File: src/rtl/core/unacked_packet_retransmit_table_assert.svh
// Assertion macros for the retransmit table RTL.
// Depends on signals named clk and rst_n in the module that includes it.
`ifndef UNACKED_PACKET_RETRANSMIT_TABLE_ASSERT_SVH
`define UNACKED_PACKET_RETRANSMIT_TABLE_ASSERT_SVH

// Property must hold whenever the antecedent holds, same cycle.
`define UPRT_ASSERT_NOW(lbl, ante, cons, msg) \
    lbl: assert property (@(posedge clk) disable iff (!rst_n) (ante) |-> (cons)) \
        else $error(msg);

// Property must hold in the cycle after the antecedent.
`define UPRT_ASSERT_NEXT(lbl, ante, cons, msg) \
    lbl: assert property (@(posedge clk) disable iff (!rst_n) (ante) |=> (cons)) \
        else $error(msg);

`endif

File: src/rtl/core/uprt_pkg.sv
// Shared types and constants for the retransmit table.
// No dependencies; used by uprt_cell and the top level.
package uprt_pkg;

    localparam int SLOTS_DEFAULT = 16;
    localparam int CMD_W         = 2;
    localparam int SEQ_W         = 32;
    localparam int STAMP_W       = 16;
    localparam int KIND_W        = 3;
    localparam int SLOT_W        = 4;
    localparam int OCC_W         = 5;
    localparam int TDATA_W       = 48;

    localparam logic [STAMP_W-1:0] TIMEOUT_RESET = 16'd2;

    // Command codes (s_tuser)
    localparam logic [CMD_W-1:0] CMD_SEND = 2'd0;
    localparam logic [CMD_W-1:0] CMD_ACK  = 2'd1;
    localparam logic [CMD_W-1:0] CMD_TICK = 2'd2;

    // Result kinds (m_tuser)
    localparam logic [KIND_W-1:0] KIND_STORED   = 3'd0;
    localparam logic [KIND_W-1:0] KIND_FULL     = 3'd1;
    localparam logic [KIND_W-1:0] KIND_ACKED    = 3'd2;
    localparam logic [KIND_W-1:0] KIND_NOTFOUND = 3'd3;
    localparam logic [KIND_W-1:0] KIND_RETX     = 3'd4;
    localparam logic [KIND_W-1:0] KIND_DONE     = 3'd5;

    typedef enum logic [1:0] {
        ST_IDLE,
        ST_SCAN,
        ST_DONE
    } state_t;

    // Broadcast controls from the sequencer to every cell
    typedef struct packed {
        logic store;   // accepted send word
        logic ack;     // accepted ack word
        logic start;   // tick accepted, launch scan token
        logic step;    // scan token advances this cycle
    } cell_ctrl_t;

    // Per-cell status back to the sequencer
    typedef struct packed {
        logic valid;   // entry occupied
        logic take;    // lowest free entry
        logic hit;     // lowest matching entry
        logic report;  // holds token and has timed out
    } cell_status_t;

endpackage

File: src/rtl/core/uprt_cell.sv
// One table entry: valid bit, sequence number, time stamp and scan token.
// Depends on uprt_pkg; chained by the top level from slot 0 upward.
module uprt_cell
    import uprt_pkg::*;
(
    input  logic               clk,
    input  logic               rst_n,
    input  cell_ctrl_t         ctrl,
    input  logic [SEQ_W-1:0]   seq_in,
    input  logic [STAMP_W-1:0] now,
    input  logic [STAMP_W-1:0] timeout,
    input  logic               free_in,   // a lower slot is free
    output logic               free_out,
    input  logic               hit_in,    // a lower slot matched
    output logic               hit_out,
    input  logic               tok_in,
    output logic               tok_out,
    output cell_status_t       status,
    output logic [SEQ_W-1:0]   seq_out
);

    logic               valid_reg, valid_next;
    logic               tok_reg, tok_next;
    logic [SEQ_W-1:0]   seq_reg;
    logic [STAMP_W-1:0] stamp_reg;
    logic               take;
    logic               match;
    logic               hit;
    logic               expired;
    logic [STAMP_W-1:0] age;

    // Priority chains: lowest free slot and lowest matching slot
    assign take     = !valid_reg && !free_in;
    assign free_out = free_in || !valid_reg;
    assign match    = valid_reg && (seq_reg == seq_in);
    assign hit      = match && !hit_in;
    assign hit_out  = hit_in || match;

    // Age test with modular wrap
    assign age     = now - stamp_reg;
    assign expired = valid_reg && (age >= timeout);

    // Valid bit and token next values
    always_comb
    begin
        valid_next = valid_reg;
        if (ctrl.store && take)
        begin
            valid_next = 1'b1;
        end
        else if (ctrl.ack && hit)
        begin
            valid_next = 1'b0;
        end
        tok_next = tok_reg;
        if (ctrl.start || ctrl.step)
        begin
            tok_next = tok_in;
        end
    end

    always_ff @(posedge clk or negedge rst_n)
    begin
        if (!rst_n)
        begin
            valid_reg <= 1'b0;
            tok_reg   <= 1'b0;
        end
        else
        begin
            valid_reg <= valid_next;
            tok_reg   <= tok_next;
        end
    end

    // Payload: written on store, stamp refreshed on retransmit
    always_ff @(posedge clk)
    begin
        if (ctrl.store && take)
        begin
            seq_reg   <= seq_in;
            stamp_reg <= now;
        end
        else if (ctrl.step && tok_reg && expired)
        begin
            stamp_reg <= now;
        end
    end

    assign tok_out       = tok_reg;
    assign seq_out       = seq_reg;
    assign status.valid  = valid_reg;
    assign status.take   = take;
    assign status.hit    = hit;
    assign status.report = tok_reg && expired;

endmodule

File: src/rtl/core/unacked_packet_retransmit_table.sv
// Top level of the retransmit table: sequencer, output register, cell chain.
// Depends on uprt_pkg, uprt_cell and unacked_packet_retransmit_table_assert.svh.
//
// Usage:
//   s_* channel carries commands: s_tuser is the command (send, ack, tick),
//   s_tdata the sequence number. m_* channel carries results: m_tuser is the
//   result kind, m_tlast marks the final result of a command, m_tdata packs
//   sequence number, slot and occupancy. cfg_* writes timeout_ticks; it is
//   always ready and is to be written only while the table is idle.
//   A send or ack word yields its one result in the cycle after it is
//   taken; a slot search is a priority ripple along the cell chain, so the
//   next word is taken at once if the output register drains.
//   A tick passes a token along the chain, one slot per cycle while the
//   output register can take a result: the tick is accepted, the token
//   visits each slot in turn, then the done result is issued and the
//   table returns to idle. Slots that have not timed out are still
//   visited by the token.
//   Reset empties the table, clears time to zero and sets the timeout to 2.
//   When m_tready is low the result waits in the output register and the scan
//   holds its position; new commands wait until the table is idle again.
`include "unacked_packet_retransmit_table_assert.svh"

module unacked_packet_retransmit_table
    import uprt_pkg::*;
#(
    parameter int SLOTS = SLOTS_DEFAULT
)
(
    input  logic               clk,
    input  logic               rst_n,
    input  logic               s_tvalid,
    output logic               s_tready,
    input  logic [SEQ_W-1:0]   s_tdata,   // [31:0] seq_no
    input  logic [CMD_W-1:0]   s_tuser,   // [1:0] command
    output logic               m_tvalid,
    input  logic               m_tready,
    output logic [TDATA_W-1:0] m_tdata,   // [31:0] seq_no_out, [35:32] slot,
                                          // [40:36] occupancy, [47:41] zero
    output logic [KIND_W-1:0]  m_tuser,   // [2:0] kind
    output logic               m_tlast,
    input  logic               cfg_valid,
    output logic               cfg_ready,
    input  logic [STAMP_W-1:0] cfg_data   // [15:0] timeout_ticks
);

    localparam int OCW = $clog2(SLOTS + 1);

    state_t             state_reg, state_next;
    logic [STAMP_W-1:0] now_reg, now_next;
    logic [STAMP_W-1:0] timeout_reg;
    logic [OCW-1:0]     occ_reg, occ_next;

    logic               m_valid_reg, m_valid_next;
    logic [KIND_W-1:0]  m_kind_reg, m_kind_next;
    logic [SEQ_W-1:0]   m_seq_reg, m_seq_next;
    logic [SLOT_W-1:0]  m_slot_reg, m_slot_next;
    logic [OCC_W-1:0]   m_occ_reg, m_occ_next;
    logic               m_last_reg, m_last_next;

    logic               out_free;
    logic               acc;
    cell_ctrl_t         ctrl;

    logic [SLOTS:0]     free_chain;
    logic [SLOTS:0]     hit_chain;
    logic [SLOTS:0]     tok_chain;
    cell_status_t       status [SLOTS];
    logic [SEQ_W-1:0]   cell_seq [SLOTS];

    logic [SLOTS-1:0]   valid_vec;
    logic [SLOTS-1:0]   take_vec;
    logic [SLOTS-1:0]   tok_vec;
    logic               full;
    logic               found;
    logic               any_report;
    logic [SLOT_W-1:0]  take_slot;
    logic [SLOT_W-1:0]  hit_slot;
    logic [SLOT_W-1:0]  rep_slot;
    logic [SEQ_W-1:0]   rep_seq;

    // Handshakes
    assign out_free  = !m_valid_reg || m_tready;
    assign s_tready  = (state_reg == ST_IDLE) && out_free;
    assign acc       = s_tvalid && s_tready;
    assign cfg_ready = 1'b1;

    // Cell chain
    assign free_chain[0] = 1'b0;
    assign hit_chain[0]  = 1'b0;
    assign tok_chain[0]  = ctrl.start;

    for (genvar g = 0; g < SLOTS; g++)
    begin : g_cell
        uprt_cell u_cell (
            .clk      (clk),
            .rst_n    (rst_n),
            .ctrl     (ctrl),
            .seq_in   (s_tdata),
            .now      (now_reg),
            .timeout  (timeout_reg),
            .free_in  (free_chain[g]),
            .free_out (free_chain[g+1]),
            .hit_in   (hit_chain[g]),
            .hit_out  (hit_chain[g+1]),
            .tok_in   (tok_chain[g]),
            .tok_out  (tok_chain[g+1]),
            .status   (status[g]),
            .seq_out  (cell_seq[g])
        );
        assign valid_vec[g] = status[g].valid;
        assign take_vec[g]  = status[g].take;
        assign tok_vec[g]   = tok_chain[g+1];
    end

    assign full  = !free_chain[SLOTS];
    assign found = hit_chain[SLOTS];

    // Encode the selected cells; at most one of each kind is set
    always_comb
    begin
        take_slot  = '0;
        hit_slot   = '0;
        rep_slot   = '0;
        rep_seq    = '0;
        any_report = 1'b0;
        for (int i = 0; i < SLOTS; i++)
        begin
            if (status[i].take)
            begin
                take_slot = take_slot | SLOT_W'(i);
            end
            if (status[i].hit)
            begin
                hit_slot = hit_slot | SLOT_W'(i);
            end
            if (status[i].report)
            begin
                rep_slot   = rep_slot | SLOT_W'(i);
                rep_seq    = rep_seq | cell_seq[i];
                any_report = 1'b1;
            end
        end
    end

    // Next state
    always_comb
    begin
        state_next = state_reg;
        case (state_reg)
            ST_IDLE:
            begin
                if (acc && (s_tuser == CMD_TICK))
                begin
                    state_next = ST_SCAN;
                end
            end
            ST_SCAN:
            begin
                if (out_free && tok_chain[SLOTS])
                begin
                    state_next = ST_DONE;
                end
            end
            ST_DONE:
            begin
                if (out_free)
                begin
                    state_next = ST_IDLE;
                end
            end
            default:
            begin
                state_next = ST_IDLE;
            end
        endcase
    end

    // Outputs of the sequencer: cell controls, result word, counters
    always_comb
    begin
        ctrl         = '0;
        now_next     = now_reg;
        occ_next     = occ_reg;
        m_valid_next = m_valid_reg && !m_tready;
        m_kind_next  = m_kind_reg;
        m_seq_next   = m_seq_reg;
        m_slot_next  = m_slot_reg;
        m_occ_next   = m_occ_reg;
        m_last_next  = m_last_reg;
        case (state_reg)
            ST_IDLE:
            begin
                if (acc)
                begin
                    case (s_tuser)
                        CMD_SEND:
                        begin
                            ctrl.store   = 1'b1;
                            m_valid_next = 1'b1;
                            m_seq_next   = s_tdata;
                            m_last_next  = 1'b1;
                            if (full)
                            begin
                                m_kind_next = KIND_FULL;
                                m_slot_next = '0;
                                m_occ_next  = OCC_W'(occ_reg);
                            end
                            else
                            begin
                                occ_next    = occ_reg + OCW'(1);
                                m_kind_next = KIND_STORED;
                                m_slot_next = take_slot;
                                m_occ_next  = OCC_W'(occ_reg + OCW'(1));
                            end
                        end
                        CMD_ACK:
                        begin
                            ctrl.ack     = 1'b1;
                            m_valid_next = 1'b1;
                            m_seq_next   = s_tdata;
                            m_last_next  = 1'b1;
                            if (found)
                            begin
                                occ_next    = occ_reg - OCW'(1);
                                m_kind_next = KIND_ACKED;
                                m_slot_next = hit_slot;
                                m_occ_next  = OCC_W'(occ_reg - OCW'(1));
                            end
                            else
                            begin
                                m_kind_next = KIND_NOTFOUND;
                                m_slot_next = '0;
                                m_occ_next  = OCC_W'(occ_reg);
                            end
                        end
                        CMD_TICK:
                        begin
                            ctrl.start = 1'b1;
                            now_next   = now_reg + STAMP_W'(1);
                        end
                        default:
                        begin
                            // unused command: dropped silently
                        end
                    endcase
                end
            end
            ST_SCAN:
            begin
                if (out_free)
                begin
                    ctrl.step = 1'b1;
                    if (any_report)
                    begin
                        m_valid_next = 1'b1;
                        m_kind_next  = KIND_RETX;
                        m_seq_next   = rep_seq;
                        m_slot_next  = rep_slot;
                        m_occ_next   = OCC_W'(occ_reg);
                        m_last_next  = 1'b0;
                    end
                end
            end
            ST_DONE:
            begin
                if (out_free)
                begin
                    m_valid_next = 1'b1;
                    m_kind_next  = KIND_DONE;
                    m_seq_next   = '0;
                    m_slot_next  = '0;
                    m_occ_next   = OCC_W'(occ_reg);
                    m_last_next  = 1'b1;
                end
            end
            default:
            begin
            end
        endcase
    end

    // Control registers
    always_ff @(posedge clk or negedge rst_n)
    begin
        if (!rst_n)
        begin
            state_reg   <= ST_IDLE;
            now_reg     <= '0;
            occ_reg     <= '0;
            timeout_reg <= TIMEOUT_RESET;
            m_valid_reg <= 1'b0;
        end
        else
        begin
            state_reg   <= state_next;
            now_reg     <= now_next;
            occ_reg     <= occ_next;
            m_valid_reg <= m_valid_next;
            if (cfg_valid && cfg_ready)
            begin
                timeout_reg <= cfg_data;
            end
        end
    end

    // Result payload
    always_ff @(posedge clk)
    begin
        m_kind_reg <= m_kind_next;
        m_seq_reg  <= m_seq_next;
        m_slot_reg <= m_slot_next;
        m_occ_reg  <= m_occ_next;
        m_last_reg <= m_last_next;
    end

    assign m_tvalid = m_valid_reg;
    assign m_tuser  = m_kind_reg;
    assign m_tlast  = m_last_reg;
    assign m_tdata  = {(TDATA_W - SEQ_W - SLOT_W - OCC_W)'(0), m_occ_reg, m_slot_reg, m_seq_reg};

    // Checks
    `UPRT_ASSERT_NOW(a_tok_onehot, 1'b1, $onehot0(tok_vec), "more than one scan token")
    `UPRT_ASSERT_NOW(a_tok_idle, state_reg == ST_IDLE, tok_vec == '0, "scan token while idle")
    `UPRT_ASSERT_NOW(a_occ_count, 1'b1, occ_reg == OCW'($countones(valid_vec)), "occ drift")
    `UPRT_ASSERT_NOW(a_take_onehot, 1'b1, $onehot0(take_vec), "several free slots selected")
    `UPRT_ASSERT_NEXT(a_tick_scan, acc && (s_tuser == CMD_TICK), state_reg == ST_SCAN, "no scan")

endmodule
File: config.mk
export PLATFORM = sky130hd
export DESIGN_NAME = unacked_packet_retransmit_table
export DESIGN_NICKNAME = d
export VERILOG_FILES = /design/src/rtl/core/uprt_pkg.sv /design/src/rtl/core/uprt_cell.sv /design/src/rtl/core/unacked_packet_retransmit_table.sv
export VERILOG_INCLUDE_DIRS = /design/src /design/src/rtl/core
export SDC_FILE = /design/constraint.sdc
export NUM_CORES = 2
export LEC_CHECK = 0
export BUFFER_PORTS_ARGS = -buffer_cell sky130_fd_sc_hd__buf_2
export CAP_MARGIN = 40
export CORE_UTILIZATION = 50
export DETAILED_ROUTE_END_ITERATION = 7
export HOLD_SLACK_MARGIN = 0.15
export PLACE_DENSITY = 0.66
export SETUP_SLACK_MARGIN = 0.4
export SKIP_LAST_GASP = 1
export SYNTH_ARGS = -nofsm -noshare
export SYNTH_HDL_FRONTEND = slang
export SYNTH_SLANG_ARGS = --single-unit
File: constraint.sdc
create_clock -name clk -period 8.55 [get_ports clk]
set_clock_uncertainty 0.15 [all_clocks]
set_input_delay 1.2825 -clock clk [delete_from_list [all_inputs] [get_ports clk]]
set_output_delay 1.2825 -clock clk [all_outputs]
set_load 0.01 [all_outputs]
# ---- Yosys cells after proc, flatten, opt, wreduce, memory -nomap -nowiden
# Cells that the tools add are included.
# Widths: inputs -> output; s select.
dict set report op_classes {
  eq_ne 28
  bitwise 15
  mux 194
  n_reduce_logical 268
  addsub 19
  n_lt_le_gt_ge 16
}
# cell count
set ops {}
lappend ops {{$mux 32} 21}
lappend ops {{$eq 32x32->1} 16}
lappend ops {{$mux 16} 32}
lappend ops {{$or 32x32->32} 15}
lappend ops {{$ge 16x16->1} 16}
lappend ops {{$sub 16x16->16} 16}
lappend ops {{$logic_and 1x1->1} 147}
lappend ops {{$mux 4} 30}
lappend ops {{$pmux 32 s3} 1}
lappend ops {{$mux 1} 68}
lappend ops {{$reduce_bool 2->1} 33}
lappend ops {{$mux 3} 18}
lappend ops {{$logic_not 1->1} 47}
lappend ops {{$logic_or 1x1->1} 32}
lappend ops {{$mux 5} 6}
lappend ops {{$mux 2} 9}
lappend ops {{$add 16x1->16 const B} 1}
lappend ops {{$pmux 5 s3} 1}
lappend ops {{$ne 2x2->1 const B} 6}
lappend ops {{$pmux 4 s3} 1}
lappend ops {{$reduce_and 6->1} 2}
lappend ops {{$pmux 5 s2} 1}
lappend ops {{$pmux 3 s3} 1}
lappend ops {{$reduce_and 3->1} 3}
lappend ops {{other kinds (13)} 17}
dict set report word_totals {
  in_bits 55
  word_cells 614
  out_inout_bits 55
  ff_bits 885
}

# ---- Depth between registers and ports, before layout
dict set report logic_depth {
  ltp_word 38
  ltp_mapped 25
  ltp_nobuf 23
}

# ---- Modules after synthesis
# Synthesis repeated with hierarchy kept, for this count alone.
dict set report hier_totals {
  cells_unflattened 5246
  hier_area_um2 57216.1
}
# module area_each_um2 seq_area_each_um2 cells_each n_inst
set by_module_without_submodules {}
lappend by_module_without_submodules {{uprt_cell (g_cell[14].u_cell ...)} 3170.5 1491.4 289 11}
lappend by_module_without_submodules {{uprt_cell (g_cell[0].u_cell ...)} 3065.4 1491.4 265 4}
lappend by_module_without_submodules {unacked_packet_retransmit_table 6905.4 2353.5 718 1}
lappend by_module_without_submodules {{uprt_cell (g_cell[13].u_cell)} 3173.0 1491.4 289 1}

# ---- Worst setup path after synthesis
# OpenSTA, ideal clock, no wires.
dict set report synth_timing {
  path_kind {flip-flop to flip-flop}
  start {reg now_reg[1]}
  end {reg m_seq_reg[0] (enable)}
  path_slack_ps 1658
  period_less_slack_ps 6892
  t_arrival_ps 6349
  path_buffers 0
  setup_ps 392
  path_stages_with_launch 19
  required_time_ps 8008
  cell_sequence {dfrtp_1 > ha_1 > nor2b_1 > o21ai_0 > a21boi_1 > o211ai_1 > a21oi_1 > a2111oi_0 > nor4_1 > o211ai_1 > or3b_2 > ha_1 > and4_1 > nand3_1 > o311ai_1 > nor3_1 > and4_1 > nand4bb_1 > a31o_1}
}
dict set report synth_between {
  elab_chain_len 22
  elab_cells_between_ends 82
  cone_classes {add/sub: 16; order compare: 16; eq/ne: 1; mux: 16; reduce/logical: 33}
}
# item line_no
set synth_lines {}
lappend synth_lines {{start, declared} unacked_packet_retransmit_table.sv:49} ;# logic [STAMP_W-1:0] now_reg, now_next;
lappend synth_lines {{start signal, assigned} unacked_packet_retransmit_table.sv:296} ;# now_reg <= now_next;
lappend synth_lines {{$sub 16x16->16} uprt_cell.sv:40} ;# assign age = now - stamp_reg;
lappend synth_lines {{$ge 16x16->1} uprt_cell.sv:41} ;# assign expired = valid_reg && (age >= timeout);
lappend synth_lines {{$logic_and 1x1->1} uprt_cell.sv:41}
lappend synth_lines {{$logic_and 1x1->1} uprt_cell.sv:95} ;# assign status.report = tok_reg && expired;
lappend synth_lines {{$mux 1 (15 in series)} unacked_packet_retransmit_table.sv:136} ;# if (status[i].report)
lappend synth_lines {{$mux 1 *} unacked_packet_retransmit_table.sv:136}
lappend synth_lines {{$ne 2x2->1 (no source line) *} --}
lappend synth_lines {{$reduce_and 6->1 (no source line) *} --}
lappend synth_lines {{end signal, assigned} unacked_packet_retransmit_table.sv:310} ;# m_seq_reg <= m_seq_next;
lappend synth_lines {{end, declared} unacked_packet_retransmit_table.sv:55} ;# logic [SEQ_W-1:0] m_seq_reg, m_seq_next;
# Mark *: on every way between the ends. The rest lies on a longest branch, timed or not.
# A chain may end at the register's enable or synchronous reset.

# ---- Final worst setup path
dict set report layout_timing {
  start {reg now_reg[1]}
  end {reg m_seq_reg[6] (data pin)}
}
dict set report layout_between {
  elab_chain_len 38
  elab_cells_between_ends 98
  cone_classes {add/sub: 16; order compare: 16; mux: 19; bitwise: 15; reduce/logical: 32}
}
# item line_no
set layout_lines {}
lappend layout_lines {{$sub 16x16->16} uprt_cell.sv:40}
lappend layout_lines {{$ge 16x16->1} uprt_cell.sv:41}
lappend layout_lines {{$logic_and 1x1->1} uprt_cell.sv:41}
lappend layout_lines {{$logic_and 1x1->1} uprt_cell.sv:95}
lappend layout_lines {{$mux 32} unacked_packet_retransmit_table.sv:136}
lappend layout_lines {{$or 32x32->32} unacked_packet_retransmit_table.sv:139} ;# rep_seq = rep_seq | cell_seq[i];
lappend layout_lines {{$mux 32} unacked_packet_retransmit_table.sv:136}
lappend layout_lines {{$or 32x32->32} unacked_packet_retransmit_table.sv:139}
lappend layout_lines {{[... 23 more ...]} --}
lappend layout_lines {{$or 32x32->32} unacked_packet_retransmit_table.sv:139}
lappend layout_lines {{$mux 32} unacked_packet_retransmit_table.sv:136}
lappend layout_lines {{$or 32x32->32} unacked_packet_retransmit_table.sv:139}
lappend layout_lines {{$mux 32 *} unacked_packet_retransmit_table.sv:136}
lappend layout_lines {{$mux 32 *} unacked_packet_retransmit_table.sv:253} ;# if (any_report)
lappend layout_lines {{$mux 32 *} unacked_packet_retransmit_table.sv:250} ;# if (out_free)
lappend layout_lines {{$pmux 32 s3 *} unacked_packet_retransmit_table.sv:190} ;# case (state_reg)
lappend layout_lines {{net m_seq_next[6]} unacked_packet_retransmit_table.sv:55}
# Mark *: on every way through the listed nets, which the timed path passes. The rest lies on a longest branch. The select of a mux whose other input is x is not followed.

==> impl_results.md <==
* Status: finished, final reports clean
* Max frequency at 134.8 MHz
* DP HPWL at 127,100 microns
* Max FO, Critical Path at 26
* Worst Path Arrival at 7.70 ns
* Initial antenna violation count at 12
* Slew Limit Headroom at 35.10%
* 1st-iter DRT viols at 4,827
* Count of pins over their slew limit at 0
* Tmin final at 7.418 ns
* Core Area at 109,000 sq um
* Syn Area/Cell at 11.24 sq um
* Routed WL per cell at 27.39 microns
* Nets at 5,647
* I/O Buffers at 101
* Sequential share of the synthesized area at 47.66%
* H-tree levels at 3
* Syn Std Cell Area at 55,010 sq um
* Crit path required time at 8.83 ns
* Post-cts hold buffer count at 0
* Final setup TNS at 0 ns
* Ys flop type: edfxtp_1
* Initial core utilization at 50.46%
* Leak at 0.02428 uW
* Pre-Repair DR Iteration Count at 8
* Final ANT Viol Nets at 0
* Clock-pin slew on the worst setup and hold paths at 0.06 ns
* Most frequent cell after synthesis: edfxtp_1
* Die width at 333.7 microns
* Placement row count at 121
* Hold/Removal Path Class: in -> async
* Syn-to-layout area delta at 11.25%
* VDD IR-drop max at 245.6 uV
* GR Overflow Total at 0
* Fin util at 56.14%
* Root buffer cell: clkbuf_16
* Cell count after synthesis at 4,894
* Setup CP Type: reg -> reg
* Hold Worst Slack at 0.3041 ns
* Largest register FFs at 512
* # IOs at 110
* EDFF count, synth at 813
* CTS tree: yes
* Setup Fix Bufs, Post-CTS at 0
* Vias per std cell at 6.298
* Max_cap viols at 0
* Placed cell areas at 57,720 sq um
* Largest net degree at the start of global routing at 56
* Post-route cell area at 61,200 sq um
* Type of origin of the critical path: register
* Die height at 333.7 microns
* Number of synthesized register bits at 885
* Clock Tree Buf Depth at 3
* Finish-stage setup viols at 0
* GRT Total Usage at 31.93%
* Die area at 111,300 sq um
* Post-synth top cells: edfxtp_1 (813), ha_1 (503), inv_1 (424), xor2_1 (366), xnor2_1 (359)
* CTS Buf Count at 98
* Worst Tran Pin Value at 0.9490 ns
* TritonCTS Sinks at 885
* Nature of the critical path endpoint: register
* Share of layout cells above drive strength 1 at 9.348%
* RSZ-0062 raised after global routing: false
* Yosys cell types at 86
* Power per standard cell area at 231.2 nW/um^2
* Clk Latency, worst-skew pair at 0.73 ns
* Area leader, netlist: edfxtp_1
* Synth top area share at 44.38%
* Vias after detailed routing at 41.39k
* First-pass GRT wire length at 262,600 microns
* Asr flop ratio synth at 8.136%
* Residual DRC at 0
* Post_cts resized at 0
* Synth top area cells: edfxtp_1 (44%), ha_1 (11%), xor2_1 (5.8%)
* Fin. Hold Viols at 0
* Number of global-route vias before repair at 39.54k
* Total routed wirelength at 180,000 microns
* Fin crit share at 86.76%
* GPL Wtd Cong at 0.9890
* YS warnings at 0
==> cells in the final DEF, fill, tap and decap left out, drive strengths merged, types with 71 or more instances in the layout <==
cell type,count
clkbuf,127
nand3,146
xnor2,361
a21o,71
xor2,366
nand2,272
nand4,84
dfrtp,71
nor4,98
buf,228
nor2,172
o21ai,184
a21oi,238
nor3,109
edfxtp,813
ha,503
inv,425
==> where the power goes <==
group          total (uW)  leakage (uW)  internal (uW)  switching [uW]
Clock                4560       0.00168           2660            1900
Combinational        4140        0.0143           1600            2550
Sequential           5440       0.00827           5120             322
==> worst max-delay path, stage by stage, from the launching register on <==
cell	delay, ns
dfrtp_2	0.78
ha_1	0.34
nor2b_1	0.13
o21ai_0	0.23
a21boi_1	0.15
o211ai_1	0.23
a21oi_1	0.11
a2111oi_0	0.79
nor4_1	0.20
o211ai_1	0.23
or3b_2	0.47
ha_1	0.22
nor4_1	0.38
nand2_1	0.11
a21oi_1	0.22
a31oi_4	0.36
buf_4	0.39
a221o_1	0.37
a221oi_1	0.22
nand2_1	0.08
a2111oi_0	0.78
a41oi_1	0.21
==> per-layer routing <==
layer	vias up	global-route usage [%]	routed length [microns]
met5	-	0	64
met4	10	16.23	10380
met3	448	5.920	17810
met2	2178	49.61	80040
met1	20159	42.76	71690
li1	18598	-	-
==> kinds of logic after synthesis <==
group,count (synthesis),share of synthesized area (%)
and+or+nand+nor,1147,10.82
AOI/OAI and AO/OA,1016,12.87
DFF,885,47.66
xor gates and xnor gates,727,11.60
buffers and inverters,581,4.663
adders and majority gates,519,12.02
muxes,17,0.3457
other,2,0.01365
==> cell type report <==
| cell class | instances | area (sq um) |
|---|---|---|
| diodes | 2 | 5.005 |
| clock buffers | 126 | 2690 |
| clock inverters | 57 | 759.5 |
| fillers | 9185 | 47810 |
| inverters | 424 | 1592 |
| multi-input cells | 3434 | 26470 |
| flip-flops and latches | 885 | 26240 |
| well taps | 1414 | 1769 |
| repair buffers | 230 | 1675 |
==> final timing paths <==
check	from	end	slack [ns]	depth (start not counted)
setup / recovery	now_reg[1]	m_seq_reg[6]	1.13	21
hold / removal	rst_n	now_reg[8]	0.30	1
setup reg to reg	now_reg[1]	m_seq_reg[6]	1.13	21
hold reg to reg	occ_reg[4]	occ_reg[4]	0.34	1
max in group asynchronous	rst_n	g_cell[14].u_cell.tok_out	7.31	2
min in group clk	occ_reg[4]	occ_reg[4]	0.34	1
==> metrics by stage <==
| stage | setup WS [ns] | cells | power, uW |
|---|---|---|---|
| after global routing | 0.6613 | 6570 | 14750 |
| final | 1.132 | 6572 | 14150 |
| after floorplan | 1.658 | 4900 | 8054 |
| after global placement | 1.255 | 6366 | 9465 |
| after CTS | 1.268 | 6568 | 14120 |
| after detailed placement | 1.247 | 6385 | 9585 |
Power figures use the tool's default switching activity.
